$ cat src/g2drw_pkg.sv
// Package for the 2D graphics register window: transaction types, register
// offsets, hub index map and the hub slot lookup function.
// No dependencies.
package g2drw_pkg;

	localparam int HubSlots = 5;
	localparam int HubSlotW = 3;

	localparam logic [1:0] KIND_READ  = 2'd0;
	localparam logic [1:0] KIND_WRITE = 2'd1;
	localparam logic [1:0] KIND_DONE  = 2'd2;

	localparam logic [11:0] OFF_CMD_PORT   = 12'h000;
	localparam logic [11:0] OFF_MMU_PORT   = 12'h3FC;
	localparam logic [11:0] OFF_HUB_INDEX  = 12'h510;
	localparam logic [11:0] OFF_HUB_DATA   = 12'h518;
	localparam logic [11:0] OFF_IRQ_ENABLE = 12'h438;
	localparam logic [11:0] OFF_IRQ_STATUS = 12'h418;
	localparam logic [11:0] OFF_DONE_COUNT = 12'h4E0;
	localparam logic [11:0] OFF_ID_A       = 12'h004;
	localparam logic [11:0] OFF_ID_B       = 12'hFE4;
	localparam logic [11:0] OFF_ID_C       = 12'hFE8;

	localparam int IrqG2dBit = 1;

	localparam logic [31:0] HUB_INDEX_MAP [HubSlots] = '{
		32'h0000_0A40, 32'h0000_0040, 32'h0000_0A42, 32'h0000_0046, 32'h0000_0047
	};

	typedef struct packed {
		logic [1:0]  kind;
		logic [11:0] offset;
		logic [31:0] write_data;
	} req_t;

	typedef struct packed {
		logic [31:0] read_data;
		logic        irq_out;
		logic        fwd_valid;
		logic [15:0] fwd_addr;
		logic [31:0] fwd_data;
		logic        access_error;
	} rsp_t;

	typedef struct packed {
		logic                hit;
		logic [HubSlotW-1:0] slot;
	} hub_slot_t;

	function automatic hub_slot_t hub_lookup(input logic [31:0] idx);
		hub_slot_t r;
		r = '0;
		for (int i = 0; i < HubSlots; i++) begin
			if (!r.hit && HUB_INDEX_MAP[i] == idx) begin
				r.hit  = 1'b1;
				r.slot = HubSlotW'(i);
			end
		end
		return r;
	endfunction

endpackage

$ cat src/gpu2d_register_window_irq_unit.sv
// Top level of the 2D graphics register window with interrupt logic.
// Depends on g2drw_pkg.
//
// Channel  Direction  Handshake              Payload
// req      in         req_valid / req_ready  g2drw_pkg::req_t
// rsp      out        rsp_valid / rsp_ready  g2drw_pkg::rsp_t
//
// The input register captures a transaction when it is accepted; when it advances, the decode
// and state update move it into the result register. A new transaction is accepted every
// cycle while rsp is taken.
// A stalled result holds the result register and the input register, and
// req_ready stays high as long as the input register can move on.
// Reset clears the valid flags and the window state, not the input and result registers; no clearing pass is needed.
module gpu2d_register_window_irq_unit (
	input  logic             clk,
	input  logic             arst_n,
	input  logic             req_valid,
	output logic             req_ready,
	input  g2drw_pkg::req_t  req,
	output logic             rsp_valid,
	input  logic             rsp_ready,
	output g2drw_pkg::rsp_t  rsp
);
	import g2drw_pkg::*;

	logic        valid_s1;
	req_t        req_s1;
	logic        rsp_valid_q;
	rsp_t        rsp_q;

	logic        cmd_pending_q;
	logic [15:0] cmd_addr_q;
	logic        mmu_pending_q;
	logic [15:0] mmu_addr_q;
	logic [31:0] hub_regs_q [HubSlots];
	logic [31:0] hub_index_q;
	logic [31:0] line_enable_q;
	logic [31:0] irq_status_q;
	logic [7:0]  done_count_q;
	logic        irq_level_q;

	logic        advance;
	rsp_t        rsp_d;
	hub_slot_t   rd_slot;
	hub_slot_t   wr_slot;
	logic [31:0] status_cleared;

	assign advance   = valid_s1 && (!rsp_valid_q || rsp_ready);
	assign req_ready = !valid_s1 || advance;
	assign rsp_valid = rsp_valid_q;
	assign rsp       = rsp_q;

	assign rd_slot        = hub_lookup(hub_index_q);
	assign wr_slot        = hub_lookup({16'h0000, mmu_addr_q});
	assign status_cleared = irq_status_q & ~req_s1.write_data;

	always_comb begin
		rsp_d = '0;
		unique case (req_s1.kind)
			KIND_READ: begin
				unique case (req_s1.offset)
					OFF_IRQ_ENABLE: rsp_d.read_data = line_enable_q;
					OFF_IRQ_STATUS: rsp_d.read_data = irq_status_q;
					OFF_DONE_COUNT: rsp_d.read_data = {16'h0000, done_count_q, 8'h00};
					OFF_HUB_DATA: begin
						if (rd_slot.hit) begin
							rsp_d.read_data = hub_regs_q[rd_slot.slot];
						end else begin
							rsp_d.access_error = 1'b1;
						end
					end
					OFF_ID_A, OFF_ID_B, OFF_ID_C: rsp_d.read_data = '0;
					default: rsp_d.access_error = 1'b1;
				endcase
			end
			KIND_WRITE: begin
				unique case (req_s1.offset)
					OFF_CMD_PORT: begin
						if (cmd_pending_q) begin
							rsp_d.fwd_valid = 1'b1;
							rsp_d.fwd_addr  = cmd_addr_q;
							rsp_d.fwd_data  = req_s1.write_data;
						end
					end
					OFF_MMU_PORT: begin
						if (mmu_pending_q && !wr_slot.hit) begin
							rsp_d.access_error = 1'b1;
						end
					end
					OFF_HUB_INDEX, OFF_IRQ_ENABLE, OFF_IRQ_STATUS: ;
					default: rsp_d.access_error = 1'b1;
				endcase
			end
			default: ;
		endcase
		rsp_d.irq_out = irq_level_q;
		if (req_s1.kind == KIND_DONE && line_enable_q[IrqG2dBit]) begin
			rsp_d.irq_out = 1'b1;
		end else if (req_s1.kind == KIND_WRITE && req_s1.offset == OFF_IRQ_STATUS
				&& !status_cleared[IrqG2dBit]) begin
			rsp_d.irq_out = 1'b0;
		end
	end

	always_ff @(posedge clk or negedge arst_n) begin
		if (!arst_n) begin
			valid_s1    <= 1'b0;
			rsp_valid_q <= 1'b0;
		end else begin
			if (req_ready) begin
				valid_s1 <= req_valid;
			end
			if (advance) begin
				rsp_valid_q <= 1'b1;
			end else if (rsp_ready) begin
				rsp_valid_q <= 1'b0;
			end
		end
	end

	always_ff @(posedge clk) begin
		if (req_ready && req_valid) begin
			req_s1 <= req;
		end
		if (advance) begin
			rsp_q <= rsp_d;
		end
	end

	always_ff @(posedge clk or negedge arst_n) begin
		if (!arst_n) begin
			cmd_pending_q <= 1'b0;
			cmd_addr_q    <= '0;
			mmu_pending_q <= 1'b0;
			mmu_addr_q    <= '0;
			for (int i = 0; i < HubSlots; i++) begin
				hub_regs_q[i] <= '0;
			end
			hub_index_q   <= '0;
			line_enable_q <= '0;
			irq_status_q  <= '0;
			done_count_q  <= '0;
			irq_level_q   <= 1'b0;
		end else if (advance) begin
			irq_level_q <= rsp_d.irq_out;
			unique case (req_s1.kind)
				KIND_READ: begin
					if (req_s1.offset == OFF_DONE_COUNT) begin
						done_count_q <= '0;
					end
				end
				KIND_WRITE: begin
					unique case (req_s1.offset)
						OFF_CMD_PORT: begin
							if (!cmd_pending_q) begin
								cmd_addr_q <= req_s1.write_data[23:8];
							end
							cmd_pending_q <= !cmd_pending_q;
						end
						OFF_MMU_PORT: begin
							if (!mmu_pending_q) begin
								mmu_addr_q <= req_s1.write_data[23:8];
							end else if (wr_slot.hit) begin
								hub_regs_q[wr_slot.slot] <= req_s1.write_data;
							end
							mmu_pending_q <= !mmu_pending_q;
						end
						OFF_HUB_INDEX:  hub_index_q   <= req_s1.write_data;
						OFF_IRQ_ENABLE: line_enable_q <= req_s1.write_data;
						OFF_IRQ_STATUS: irq_status_q  <= status_cleared;
						default: ;
					endcase
				end
				KIND_DONE: begin
					if (done_count_q != 8'hFF) begin
						done_count_q <= done_count_q + 8'd1;
					end
					irq_status_q[IrqG2dBit] <= 1'b1;
				end
				default: ;
			endcase
		end
	end

	assert property (@(posedge clk) disable iff (!arst_n)
		irq_level_q |-> irq_status_q[IrqG2dBit])
		else $error("Interrupt line high while its status bit is clear.");

	assert property (@(posedge clk) disable iff (!arst_n)
		rsp_valid_q |-> !(rsp_q.fwd_valid && rsp_q.access_error))
		else $error("Forwarded pair flagged as an access error.");

	assert property (@(posedge clk) disable iff (!arst_n)
		advance && rsp_d.fwd_valid |=> !cmd_pending_q)
		else $error("Command port still pending after forwarding a pair.");

	assert property (@(posedge clk) disable iff (!arst_n)
		req_valid && req_ready |=> valid_s1)
		else $error("Accepted transaction lost before the input register.");

	assert property (@(posedge clk) disable iff (!arst_n)
		valid_s1 && !advance |=> valid_s1 && $stable(req_s1))
		else $error("Input register changed while stalled.");

endmodule
$ cat config.mk
export PLATFORM = sky130hd
export DESIGN_NAME = gpu2d_register_window_irq_unit
export DESIGN_NICKNAME = d
export VERILOG_FILES = /design/src/g2drw_pkg.sv /design/src/gpu2d_register_window_irq_unit.sv
export SDC_FILE = /design/constraint.sdc
export NUM_CORES = 1
export LEC_CHECK = 0
export ABC_CLOCK_PERIOD_IN_PS = 4600
export BUFFER_PORTS_ARGS = -buffer_cell sky130_fd_sc_hd__buf_2
export CAP_MARGIN = 20
export CORE_MARGIN = 1
export CORE_UTILIZATION = 55
export CTS_CLUSTER_DIAMETER = 200
export DETAILED_ROUTE_END_ITERATION = 16
export PLACE_DENSITY = 0.79
export SYNTH_ARGS = -nofsm -noshare
export SYNTH_HDL_FRONTEND = slang
export SYNTH_SLANG_ARGS = --single-unit
$ cat constraint.sdc
create_clock -name clk -period 4.6 [get_ports clk]
set_input_delay 0 -clock clk [delete_from_list [all_inputs] [get_ports clk]]
set_output_delay 0 -clock clk [all_outputs]
set_load 0.02 [all_outputs]
==> summary.md, run 1 <==
| Metric | Value |
|---|---|
| Gr usage total | 25.20% |
| Total wire length after detailed routing | 41250 µm |
| CTS buffer count | 45 |
| Unrepaired setup endpoints after global routing | no |
| H-tree levels | 2 |
| Post-route antenna net violation count | 0 |
| Cell area after synthesis | 18170 µm² |
| Clk sinks | 430 |
| Arrival time of the worst setup path | 3.65 ns |
| Result of the run | complete, no violations |
| Net count after synthesis | 1301 |
| Library cell appearing most often on the critical path | sky130_fd_sc_hd__buf_4 |
| Total congestion overflow | 0 |
| Area enclosed by the die boundary | 33770 µm² |
| Sum Neg Setup Slack | 0 ns |
| Via/cell ratio | 5.859 |
| Startpoint Class | flip-flop |
| Chip Height | 183.8 µm |
| Final hold violations | 0 |
| Leakage power total | 9.683 nW |
| Layout Area Growth over Synthesis | 17.09% |
| Synthesis warning total | 0 |
| Vias in the first global route | 11380 |
| Number of placed instances with taps included | 1769 |
| Peak per-stage delay on the critical path | 0.59 ns |
| Vias | 11160 |
| Number of enable-type register cells in the synthesized netlist | 129 |
| Routability Congestion | 0.9054 |
| Area after DPL | 19220 µm² |
| Number of port buffers | 134 |
| IO Count | 135 |
| Total DRC errors in the routed layout | 0 |
| Buf+Inv Stages, Crit Path | 2 |
| Post-Route Skew | 0.02663 ns |
| Antenna violations before repair | 0 |
| Number of design-rule violations left by the first detailed-router iteration | 648 |
| Kind of path behind the tightest hold check | input pin to async pin |
| Pre-Repair DR Iteration Count | 5 |
| Peak supply drop | 0.0002418 V |
| Wire length of the first global-routing pass | 64950 µm |
| Fraction of final layout cells sized beyond drive strength 1 | 35.13% |
| Synth Flop Type | sky130_fd_sc_hd__dfrtp_1 |
| Maximum clock frequency | 0.3102 GHz |
| Clk Latency, worst-skew pair | 0.56 ns |
| Share of synthesized area occupied by flip-flops and latches | 62.77% |
| Transition time of the tightest slew-check pin | 1.105 ns |
| Number of max-capacitance violations reported | 0 |
| Relative slew margins | 26.10% |
| Mean cell area of the mapped netlist | 14.54 µm² |
| Number of synthesized register bits | 430 |
| Cells traversed along the worst timing path | buf_4 -> and3_1 -> nand4_1 -> nor3_2 -> nand2_1 -> nor3_4 -> buf_4 -> mux2_2 |
| Worst-path cell with the longest stage delay | sky130_fd_sc_hd__buf_4 |
| Reg-to-reg setup timing slack | 1.38 ns |
| Crit-path max FO | 36 |
| Nets@finish | 1477 |
| Count of pins over their slew limit | 0 |
| Horizontal die dimension | 183.8 µm |
| Crit path required time | 5.02 ns |
| Final clock period utilization by the worst path | 70.09% |
| Period minus WS final | 3.224 ns |
| Type of the setup path with the least slack | flip-flop to flip-flop |
| Antenna diode count | 0 |
| Initial core utilization | 55.85% |
| Cell row count | 66 |
| Clock transition at path regs | 0.06 ns |
| Number of setup violations in the final report | 0 |
| Clock tree from TritonCTS | built |
| Maximum number of pins on one net before global-route repair | 127 |
| Async set or reset register ratio after synthesis | 70.00% |
| Worst-case clock buffer depth | 3 |
| Syn Inst Count | 1250 |
| Half-perimeter wire length of the detailed placement result | 24430 µm |
| Cell area after layout | 21280 µm² |
| Number of buffers added for setup after CTS | 0 |
| Worst slack after detailed placement | 1.397 ns |
| Type of element capturing the critical path | flip-flop |
| Wire length per cell after detailed routing | 21.65 µm |
| Delay-heaviest family, CP | simple AND/OR/NAND/NOR gates |
| Floorplan core area | 32540 µm² |
| Buffer cell driving the clock tree root | sky130_fd_sc_hd__clkbuf_16 |
| Number of distinct library cells after synthesis | 68 |
| Worst Setup Slack, final | 1.376 ns |
| Power per unit of standard cell area | 386.8 nW/µm² |
| Filler-free cell count of the finished design | 1905 |
[registers in the layout, summed over array words and instances (netlist names)]
signal,cells
rsp_valid,1
irq_status_q,32
mmu_addr_q,16
irq_level_q,1
cmd_pending_q,1
done_count_q,8
rsp,83
req_s1,46
hub_regs_q,160
cmd_addr_q,16
valid_s1,1
hub_index_q,32
mmu_pending_q,1
line_enable_q,32
[routing by layer]
layer / vias to the layer above / wire length (µm) / track usage [%]
li1: 4970 / - / -
met1: 5779 / 18160 / 34.65
met2: 332 / 19850 / 40.80
met3: 80 / 2033 / 4.021
met4: 0 / 1199 / 8.967
met5: - / 0 / 0
[per-stage QoR]
stage | util, % | hold slack, ns | power, W
after floorplan | - | -0.2956 | 0.004378
after global placement | 59.03 | 0.1641 | 0.004566
after detailed placement | 59.06 | 0.1645 | 0.004581
after CTS | 65.25 | 0.1389 | 0.008298
after global routing | 65.40 | 0.1472 | 0.008511
final | 65.40 | 0.09981 | 0.008231
[cells by family after synthesis]
family | Yosys count | synth area share (%)
fa+ha+maj | 1 | 0.06884
buf+inv | 85 | 2.341
xor+xnor | 1 | 0.04820
mux | 334 | 20.81
compound gates | 193 | 7.030
flops | 430 | 62.77
simple gates | 206 | 6.933
[cells in the mapped netlist (all sizes together) (2+ instances only)]
| cell type | n | area, µm² |
|---|---|---|
| a21boi | 31 | 232.7 |
| a21o | 4 | 30.03 |
| a21oi | 25 | 125.1 |
| a221o | 18 | 180.2 |
| a22o | 14 | 122.6 |
| a31o | 2 | 17.52 |
| a31oi | 2 | 12.51 |
| and2 | 51 | 319.1 |
| buf | 52 | 300.3 |
| clkbuf | 27 | 102.6 |
| dfrtp | 301 | 7532 |
| edfxtp | 129 | 3874 |
| inv | 6 | 22.52 |
| mux2 | 261 | 3052 |
| mux2i | 73 | 730.7 |
| nand2 | 35 | 136.4 |
| nand2b | 9 | 63.81 |
| nand3 | 9 | 50.05 |
| nand3b | 3 | 22.52 |
| nand4 | 3 | 18.77 |
| nor2 | 37 | 146.4 |
| nor2b | 3 | 21.27 |
| nor3 | 21 | 175.2 |
| nor3b | 3 | 22.52 |
| nor4 | 7 | 80.07 |
| nor4b | 2 | 17.52 |
| o21ai | 59 | 299.0 |
| o22ai | 31 | 193.9 |
| or2 | 6 | 40.05 |
| or3 | 4 | 25.02 |
| or4 | 8 | 71.32 |
[worst paths after layout]
| kind | startpoint | to | cells after the start |
|---|---|---|---|
| setup / recovery | req_s1[37] | hub_regs_q[157] | 8 |
| hold / removal | arst_n | rsp_valid | 2 |
| setup reg to reg | req_s1[37] | hub_regs_q[157] | 8 |
| hold reg to reg | hub_regs_q[94] | hub_regs_q[94] | 1 |
| max in group asynchronous | arst_n | hub_regs_q[42] | 3 |
| min in group clk | req[20] | req_s1[20] | 2 |
[layout make-up]
cell class	instances	area, µm²
tap	442	553.0
timing repair buffer	208	1410
sequential	430	11410
multi-input combinational	735	6371
clock buffer	60	1244
fill	2397	11260
clock inverter	24	269.0
inverter	6	25.02
[cells in the final DEF, fill, tap and decap left out, types with 5 or more instances in the layout]
| cell | netlist | layout |
|---|---|---|
| sky130_fd_sc_hd__nand3_1 | 8 | 8 |
| sky130_fd_sc_hd__dlygate4sd3_1 | 0 | 50 |
| sky130_fd_sc_hd__o22ai_1 | 31 | 31 |
| sky130_fd_sc_hd__clkinv_1 | 0 | 7 |
| sky130_fd_sc_hd__o21ai_0 | 54 | 54 |
| sky130_fd_sc_hd__mux2_1 | 12 | 12 |
| sky130_fd_sc_hd__or4_1 | 5 | 5 |
| sky130_fd_sc_hd__a21boi_0 | 28 | 28 |
| sky130_fd_sc_hd__a221o_1 | 18 | 18 |
| sky130_fd_sc_hd__and2_1 | 51 | 50 |
| sky130_fd_sc_hd__nor2_1 | 36 | 32 |
| sky130_fd_sc_hd__mux2_4 | 30 | 30 |
| sky130_fd_sc_hd__clkbuf_16 | 0 | 46 |
| sky130_fd_sc_hd__nor3_2 | 5 | 5 |
| sky130_fd_sc_hd__buf_4 | 10 | 20 |
| sky130_fd_sc_hd__nor3_4 | 4 | 5 |
| sky130_fd_sc_hd__nand2_1 | 33 | 32 |
| sky130_fd_sc_hd__dfrtp_1 | 301 | 301 |
| sky130_fd_sc_hd__a22o_1 | 14 | 14 |
| sky130_fd_sc_hd__buf_2 | 18 | 133 |
| sky130_fd_sc_hd__clkbuf_1 | 26 | 10 |
| sky130_fd_sc_hd__mux2_2 | 219 | 219 |
| sky130_fd_sc_hd__edfxtp_1 | 129 | 129 |
| sky130_fd_sc_hd__bufinv_16 | 0 | 5 |
| sky130_fd_sc_hd__nand2b_1 | 8 | 8 |
| sky130_fd_sc_hd__nor3_1 | 12 | 11 |
| sky130_fd_sc_hd__clkinv_2 | 0 | 6 |
| sky130_fd_sc_hd__mux2i_1 | 73 | 73 |
| sky130_fd_sc_hd__a21oi_1 | 25 | 25 |
[where the power goes]
group	switching, W	internal, W	total [W]
Combinational	0.000242	0.000134	0.000376
Clock	0.00149	0.00220	0.00369
Sequential	0.000115	0.00405	0.00417
[timing repair]
item	4_1_cts	5_1_grt
hold buffers	50	0
hold endpoints to repair	172	0
gates resized for setup	0	0
Note: power is estimated with default switching activity, not from simulation.
==> run 2, diff against run 1 <==
--- a/config.mk
+++ b/config.mk
@@ -5,14 +5,14 @@
 export SDC_FILE = /design/constraint.sdc
 export NUM_CORES = 1
 export LEC_CHECK = 0
-export ABC_CLOCK_PERIOD_IN_PS = 4600
+export ABC_CLOCK_PERIOD_IN_PS = 2900
 export BUFFER_PORTS_ARGS = -buffer_cell sky130_fd_sc_hd__buf_2
 export CAP_MARGIN = 20
 export CORE_MARGIN = 1
-export CORE_UTILIZATION = 55
+export CORE_UTILIZATION = 54
 export CTS_CLUSTER_DIAMETER = 200
 export DETAILED_ROUTE_END_ITERATION = 16
-export PLACE_DENSITY = 0.79
+export PLACE_DENSITY = 0.81
 export SYNTH_ARGS = -nofsm -noshare
 export SYNTH_HDL_FRONTEND = slang
 export SYNTH_SLANG_ARGS = --single-unit
==> constraint.sdc (replaced) <==
create_clock -name clk -period 2.9 [get_ports clk]
set_input_delay 0 -clock clk [delete_from_list [all_inputs] [get_ports clk]]
set_output_delay 0 -clock clk [all_outputs]
set_load 0.02 [all_outputs]
==> run 2 against run 1 <==
Die area up 1.8%. Clock power increased by 57%. First-iteration DRC count grew 40%. Design area rose by 1.7%. Non-clock buffer count grew 25. Via count up 2.0%. Sequential share of layout area decreased by 0.91 points. Global-route usage increased by 0.56 points. Critical path type unchanged.
==> summary.md, run 2 (synthesis results as in run 1) <==
| Metric | Value |
|---|---|
| Number of buffers added for setup after CTS | 0 (unchanged) |
| IO Count | 135 (unchanged) |
| Leakage power total | 9.906 nW (was 9.683 nW) |
| Antenna diode count | 0 (unchanged) |
| Type of the setup path with the least slack | flip-flop to flip-flop (unchanged) |
| Unrepaired setup endpoints after global routing | no (unchanged) |
| Clk Latency, worst-skew pair | 0.55 ns (was 0.56 ns) |
| Type of element capturing the critical path | flip-flop (unchanged) |
| Layout Area Growth over Synthesis | 19.11% (was 17.09%) |
| Result of the run | complete, no violations (unchanged) |
| Power per unit of standard cell area | 601.1 nW/µm² (was 386.8 nW/µm²) |
| Worst Hold Margin | 0.05702 ns (was 0.09981 ns) |
| Relative slew margins | 32.08% (was 26.10%) |
| Wire length per cell after detailed routing | 22.18 µm (was 21.65 µm) |
| Nets@finish | 1501 (was 1477) |
| Clock transition at path regs | 0.06 ns (about the same) |
| Half-perimeter wire length of the detailed placement result | 25850 µm (was 24430 µm) |
| Crit path required time | 3.12 ns (was 5.02 ns) |
| Number of max-capacitance violations reported | 0 (unchanged) |
| Layout fillers | 2261 (was 2397) |
| Highest-count cells in the layout ignoring fill and taps | 300 x sky130_fd_sc_hd__dfrtp_1, 205 x sky130_fd_sc_hd__mux2_2, 133 x sky130_fd_sc_hd__buf_2 (was 301 x sky130_fd_sc_hd__dfrtp_1, 219 x sky130_fd_sc_hd__mux2_2, 133 x sky130_fd_sc_hd__buf_2) |
| Number of port buffers | 134 (unchanged) |
| Floorplan core area | 32780 µm² (was 32540 µm²) |
| CTS buffer count | 44 (was 45) |
| Gr usage total | 25.76% (was 25.20%) |
| Pre-Repair DR Iteration Count | 5 (unchanged) |
| Total wire length after detailed routing | 42760 µm (was 41250 µm) |
| Cell row count | 66 (unchanged) |
| Final clock period utilization by the worst path | 93.92% (was 70.09%) |
| Maximum number of pins on one net before global-route repair | 86 (was 127) |
| Fraction of final layout cells sized beyond drive strength 1 | 36.74% (was 35.13%) |
| Clock tree from TritonCTS | built (unchanged) |
| Largest reg by FF count | hub_regs_q (unchanged) |
| Overall power of the completed layout | 0.01301 W (was 0.008231 W) |
| Antenna violations before repair | 1 (was 0) |
| Peak supply drop | 0.0004717 V (was 0.0002418 V) |
| Filler-free cell count of the finished design | 1928 (was 1905) |
| Post-route antenna net violation count | 0 (unchanged) |
| Reg-to-reg endpoint | rsp[69] (was hub_regs_q[157]) |
| Count of pins over their slew limit | 0 (unchanged) |
| Worst-case clock buffer depth | 3 (unchanged) |
| Arrival time of the worst setup path | 2.95 ns (was 3.65 ns) |
| Worst reg2reg path startpoint | hub_index_q[15] (was req_s1[37]) |
| Clk sinks | 430 (unchanged) |
| Kind of path behind the tightest hold check | input pin to async pin (unchanged) |
| Period minus WS final | 2.724 ns (was 3.224 ns) |
| Routability Congestion | 0.8663 (was 0.9054) |
| Maximum clock frequency | 0.3671 GHz (was 0.3102 GHz) |
| Number of design-rule violations left by the first detailed-router iteration | 906 (was 648) |
| Worst Setup Slack, final | 0.1762 ns (was 1.376 ns) |
| Chip Height | 185.4 µm (was 183.8 µm) |
| Startpoint Class | flip-flop (unchanged) |
| Vias | 11390 (was 11160) |
| Horizontal die dimension | 185.4 µm (was 183.8 µm) |
| Depth of the worst register-to-register path | 7 (was 8) |
| Number of placed instances with taps included | 1796 (was 1769) |
| Vias in the first global route | 11860 (was 11380) |
| Initial core utilization | 55.43% (was 55.85%) |
| Number of setup violations in the final report | 0 (unchanged) |
| Sum Neg Setup Slack | 0 ns (unchanged) |
| Post-Route Skew | 0.02446 ns (was 0.02663 ns) |
| H-tree levels | 2 (unchanged) |
| Final hold violations | 0 (unchanged) |
| Worst slack after detailed placement | 0.1470 ns (was 1.397 ns) |
| Area enclosed by the die boundary | 34390 µm² (was 33770 µm²) |
| Wire length of the first global-routing pass | 66950 µm (was 64950 µm) |
| Flip-flop count of the largest register after layout | 160 (unchanged) |
| Commonest non-fill, non-tap cell in the layout | sky130_fd_sc_hd__dfrtp_1 (unchanged) |
| Transition time of the tightest slew-check pin | 1.019 ns (was 1.105 ns) |
| Total congestion overflow | 0 (unchanged) |
| Buffer cell driving the clock tree root | sky130_fd_sc_hd__clkbuf_16 (unchanged) |
| Reg-to-reg setup timing slack | 0.18 ns (was 1.38 ns) |
| Crit-path max FO | 15 (was 36) |
| Via/cell ratio | 5.906 (was 5.859) |
| Total DRC errors in the routed layout | 0 (unchanged) |
-- run 2: cell count changes in the layout (fill, tap and decap cells not counted), moves of 2 or more --
cell                         previous run  this run
sky130_fd_sc_hd__buf_4                 20        38
sky130_fd_sc_hd__mux2_2               219       205
sky130_fd_sc_hd__mux2_4                30        44
sky130_fd_sc_hd__buf_12                 2        11
sky130_fd_sc_hd__clkbuf_8               4         7
sky130_fd_sc_hd__clkinv_8               0         3
sky130_fd_sc_hd__clkinvlp_4             1         4
sky130_fd_sc_hd__inv_6                  4         1
sky130_fd_sc_hd__clkbuf_1              10         8
sky130_fd_sc_hd__clkinv_1               7         5
sky130_fd_sc_hd__nand2_1               32        30
sky130_fd_sc_hd__nor3_2                 5         3
sky130_fd_sc_hd__nor3_4                 5         7
-- run 2: routing by layer --
layer	part of all wire, %	GRT usage (%)
met2	50	43.70
met5	0	0
met3	5.8	4.011
met4	2.7	8.397
met1	42	33.92
-- run 2: metrics by stage --
stage          cell area [µm²]  utilization (%)
3_5_place_dp             19640            59.90
5_1_grt                  21650            66.03
2_1_floorplan            18330                -
6_report                 21650            66.03
4_1_cts                  21640            66.01
3_3_place_gp             19640            59.90
-- run 2: worst max-delay path: stages, from the launching register on --
cell and delay, ns:
sky130_fd_sc_hd__dfrtp_1 0.40, sky130_fd_sc_hd__nor4_2 0.43, sky130_fd_sc_hd__nand4_1 0.31, sky130_fd_sc_hd__or2_4 0.35
sky130_fd_sc_hd__nor4_4 0.24, sky130_fd_sc_hd__buf_4 0.33, sky130_fd_sc_hd__a221o_1 0.19, sky130_fd_sc_hd__o21ai_0 0.14
-- run 2: cell type report --
type	count	area [µm²]	share of cell area [%]
flip-flops and latches	430	11410	52.70
clock buffers	60	1252	5.786
inverters	6	26.28	0.1214
clock inverters	22	249.0	1.150
well taps	442	553.0	2.555
repair buffers	233	1687	7.792
multi-input cells	735	6471	29.90
-- run 2: worst max path at each step --
stage          slack (ns)       startpoint              end  cells after the start
2_1_floorplan       -0.11        rsp_valid  hub_regs_q[101]                      9
3_3_place_gp         0.15  hub_index_q[15]          rsp[79]                      8
3_5_place_dp         0.15  hub_index_q[15]          rsp[69]                      7
4_1_cts              0.07  hub_index_q[15]          rsp[75]                      7
5_1_grt              0.09  hub_index_q[15]          rsp[75]                      7
6_report             0.18  hub_index_q[15]          rsp[69]                      7
-- run 2: what timing repair did --
item,4_1_cts,5_1_grt
hold buffers,50,0
setup endpoints to repair,0,2
gates resized for setup,0,1
hold endpoints to repair,136,0
-- run 2: report_power, final --
| part | leakage (nW) | internal [W] | total [W] | switching [W] |
|---|---|---|---|---|
| Combinational | 3.73 | 0.000229 | 0.000629 | 0.000401 |
| Clock | 0.728 | 0.00341 | 0.00579 | 0.00238 |
| Sequential | 5.44 | 0.00642 | 0.00660 | 0.000172 |
| Total | 9.91 | 0.0101 | 0.0130 | 0.00295 |
==> run 3, diff against run 2 <==
--- a/config.mk
+++ b/config.mk
@@ -12,7 +12,9 @@
 export CORE_UTILIZATION = 54
 export CTS_CLUSTER_DIAMETER = 200
 export DETAILED_ROUTE_END_ITERATION = 16
+export GPL_TIMING_DRIVEN = 0
 export PLACE_DENSITY = 0.81
+export SLEW_MARGIN = 20
 export SYNTH_ARGS = -nofsm -noshare
 export SYNTH_HDL_FRONTEND = slang
 export SYNTH_SLANG_ARGS = --single-unit
==> run 3 against run 2 <==
Worst setup slack got worse by 0.14 ns. Non-clock buffer count rose by 51. Global-route usage rose by 0.84 points.
==> summary.md, run 3 (synthesis results as in run 1) <==
| Metric | Value |
|---|---|
| Total DRC errors in the routed layout | 0 (unchanged) |
| Wire length of the first global-routing pass | 68420 µm (was 66950 µm) |
| Cells traversed along the worst timing path | nor4b_1 -> nand3_1 -> nor4_1 -> nand2_1 -> nor2_2 -> buf_4 -> mux2_2 (was nor4_2 -> nand4_1 -> or2_4 -> nor4_4 -> buf_4 -> a221o_1 -> o21ai_0) |
| Total wire length after detailed routing | 44330 µm (was 42760 µm) |
| Result of the run | complete, no violations (unchanged) |
| Cell row count | 66 (unchanged) |
| Post-route antenna net violation count | 0 (unchanged) |
| CTS buffer count | 44 (unchanged) |
| Clk Latency, worst-skew pair | 0.55 ns (about the same) |
| Routability Congestion | 0.8980 (was 0.8663) |
| Maximum clock frequency | 0.3486 GHz (was 0.3671 GHz) |
| Initial core utilization | 55.43% (unchanged) |
| Buffer cell driving the clock tree root | sky130_fd_sc_hd__clkbuf_16 (unchanged) |
| Largest reg by FF count | hub_regs_q (unchanged) |
| Clock tree from TritonCTS | built (unchanged) |
| Half-perimeter wire length of the detailed placement result | 28190 µm (was 25850 µm) |
| Worst-case clock buffer depth | 3 (unchanged) |
| Pre-Repair DR Iteration Count | 5 (unchanged) |
| Clk sinks | 430 (unchanged) |
| Nets@finish | 1552 (was 1501) |
| Combinational fraction of design power | 5.5% (was 4.8%) |
| Power share of the sequential group | 51.2% (was 50.7%) |
| Highest-count cells in the layout ignoring fill and taps | 300 x sky130_fd_sc_hd__dfrtp_1, 205 x sky130_fd_sc_hd__mux2_2, 147 x sky130_fd_sc_hd__buf_2 (was 300 x sky130_fd_sc_hd__dfrtp_1, 205 x sky130_fd_sc_hd__mux2_2, 133 x sky130_fd_sc_hd__buf_2) |
| Number of port buffers | 134 (unchanged) |
| Power per unit of standard cell area | 585.6 nW/µm² (was 601.1 nW/µm²) |
| Fraction of final layout cells sized beyond drive strength 1 | 36.39% (was 36.74%) |
| Wire length per cell after detailed routing | 22.41 µm (was 22.18 µm) |
| Share of the core filled with cells | 66.56% (was 66.03%) |
| Count of pins over their slew limit | 0 (unchanged) |
| Number of setup violations in the final report | 0 (unchanged) |
| Via/cell ratio | 5.846 (was 5.906) |
| Total congestion overflow | 0 (unchanged) |
| Sum Neg Setup Slack | 0 ns (unchanged) |
| Chip Height | 185.4 µm (unchanged) |
| Startpoint Class | flip-flop (unchanged) |
| Crit-path max FO | 10 (was 15) |
| Area enclosed by the die boundary | 34390 µm² (unchanged) |
| Relative slew margins | 30.97% (was 32.08%) |
| Power spent charging and discharging nets | 0.002891 W (was 0.002951 W) |
| Gr usage total | 26.60% (was 25.76%) |
| Peak per-stage delay on the critical path | 0.59 ns (was 0.43 ns) |
| Leakage power total | 10.02 nW (was 9.906 nW) |
| Commonest non-fill, non-tap cell in the layout | sky130_fd_sc_hd__dfrtp_1 (unchanged) |
| Post-Route Skew | 0.01589 ns (was 0.02446 ns) |
| Transition time of the tightest slew-check pin | 1.035 ns (was 1.019 ns) |
| Sequential cell area in the final layout | 11410 µm² (unchanged) |
| Flip-flop count of the largest register after layout | 160 (unchanged) |
| Final clock period utilization by the worst path | 98.92% (was 93.92%) |
| Type of the setup path with the least slack | flip-flop to flip-flop (unchanged) |
| Type of element capturing the critical path | flip-flop (unchanged) |
| Clock group share of total power | 43.4% (was 44.5%) |
| Clock transition at path regs | 0.06 ns (about the same) |
| H-tree levels | 2 (unchanged) |
| Reg-to-reg setup timing slack | 0.03 ns (was 0.18 ns) |
| Multi-input gate area in the final layout | 6482 µm² (was 6471 µm²) |
| Worst Hold Margin | 0.1602 ns (was 0.05702 ns) |
| Antenna violations before repair | 1 (unchanged) |
| Peak supply drop | 0.0003977 V (was 0.0004717 V) |
| Horizontal die dimension | 185.4 µm (unchanged) |
| IO Count | 135 (unchanged) |
| Net Sw Frac | 22.62% (was 22.68%) |
| Antenna diode count | 0 (unchanged) |
| Number of design-rule violations left by the first detailed-router iteration | 850 (was 906) |
| Period minus WS final | 2.869 ns (was 2.724 ns) |
| Layout fillers | 2311 (was 2261) |
| Layout Area Growth over Synthesis | 20.08% (was 19.11%) |
| Floorplan core area | 32780 µm² (unchanged) |
| Buf+Inv Stages, Crit Path | 1 (unchanged) |
| Crit path required time | 3.33 ns (was 3.12 ns) |
| Arrival time of the worst setup path | 3.29 ns (was 2.95 ns) |
| Kind of path behind the tightest hold check | input pin to flip-flop (was input pin to async pin) |
| Final hold violations | 0 (unchanged) |
| Vias in the first global route | 11740 (was 11860) |
| Worst-path cell with the longest stage delay | sky130_fd_sc_hd__nor4_1 (was sky130_fd_sc_hd__nor4_2) |
| Maximum number of pins on one net before global-route repair | 101 (was 86) |
| Number of max-capacitance violations reported | 0 (unchanged) |
| Vias | 11560 (was 11390) |
| Power Internal | 0.009888 W (was 0.01006 W) |
| Delay-heaviest family, CP | simple AND/OR/NAND/NOR gates (unchanged) |
-- run 3: final cells by class --
cell class                 count  area share [%]
buffer                        79           2.156
multi-input combinational    735           29.71
clock inverter                12          0.3153
clock buffer                  69           6.221
timing repair buffer         205           6.674
tap                          442           2.534
sequential                   430           52.27
inverter                       6          0.1204
-- run 3: power groups by stage --
stage          logic [W]  clock network, W  registers [W]
6_report        0.000697           0.00554        0.00654
5_1_grt         0.000764           0.00586        0.00656
4_1_cts         0.000700           0.00560        0.00654
3_5_place_dp    0.000643                 0        0.00665
3_3_place_gp    0.000591                 0        0.00666
2_1_floorplan   0.000225                 0        0.00672
-- run 3: worst paths after layout --
path	start	to	cells past startpoint
worst max-delay path	mmu_addr_q[3]	hub_regs_q[40]	7
worst min-delay path	req[28]	req_s1[28]	2
worst max register to register	mmu_addr_q[3]	hub_regs_q[40]	7
worst min register to register	cmd_addr_q[8]	cmd_addr_q[8]	1
max in group asynchronous	arst_n	rsp_valid	4
min in group asynchronous	arst_n	hub_regs_q[27]	3
-- run 3: timing repair --
| item | in CTS | in global routing |
|---|---|---|
| setup endpoints to repair | 157 | 93 |
| pin swaps | 3 | 3 |
| hold buffers | 52 | 0 |
| gates resized for setup | 11 | 13 |
| buffers inserted | 4 | 7 |
| endpoints found under the hold margin | 350 | 0 |
-- run 3: metrics by stage --
| stage | setup WS (ns) | cells | instance area [µm²] | power [W] |
|---|---|---|---|---|
| 2_1_floorplan | -0.1070 | 1250 | 18330 | 0.006949 |
| 3_3_place_gp | -4.184 | 1826 | 19550 | 0.007249 |
| 3_5_place_dp | -0.3271 | 1833 | 19730 | 0.007292 |
| 4_1_cts | -0.0008291 | 1970 | 21740 | 0.01284 |
| 5_1_grt | -0.009895 | 1978 | 21820 | 0.01318 |
| 6_report | 0.03138 | 1978 | 21820 | 0.01278 |
-- run 3: metal layers --
metal	wire, µm	up-vias	global-route usage, %
met5	0	-	0
met4	1375	0	9.190
met3	2407	75	3.775
met2	21950	366	43.69
met1	18590	5997	36.35
li1	-	5125	-
-- run 3: worst reg2reg max path, cell delays in order (launching register included) --
cell and delay, ns:
sky130_fd_sc_hd__dfrtp_1 0.39, sky130_fd_sc_hd__nor4b_1 0.39, sky130_fd_sc_hd__nand3_1 0.18, sky130_fd_sc_hd__nor4_1 0.59, sky130_fd_sc_hd__nand2_1 0.16, sky130_fd_sc_hd__nor2_2 0.37
sky130_fd_sc_hd__buf_4 0.31, sky130_fd_sc_hd__mux2_2 0.37
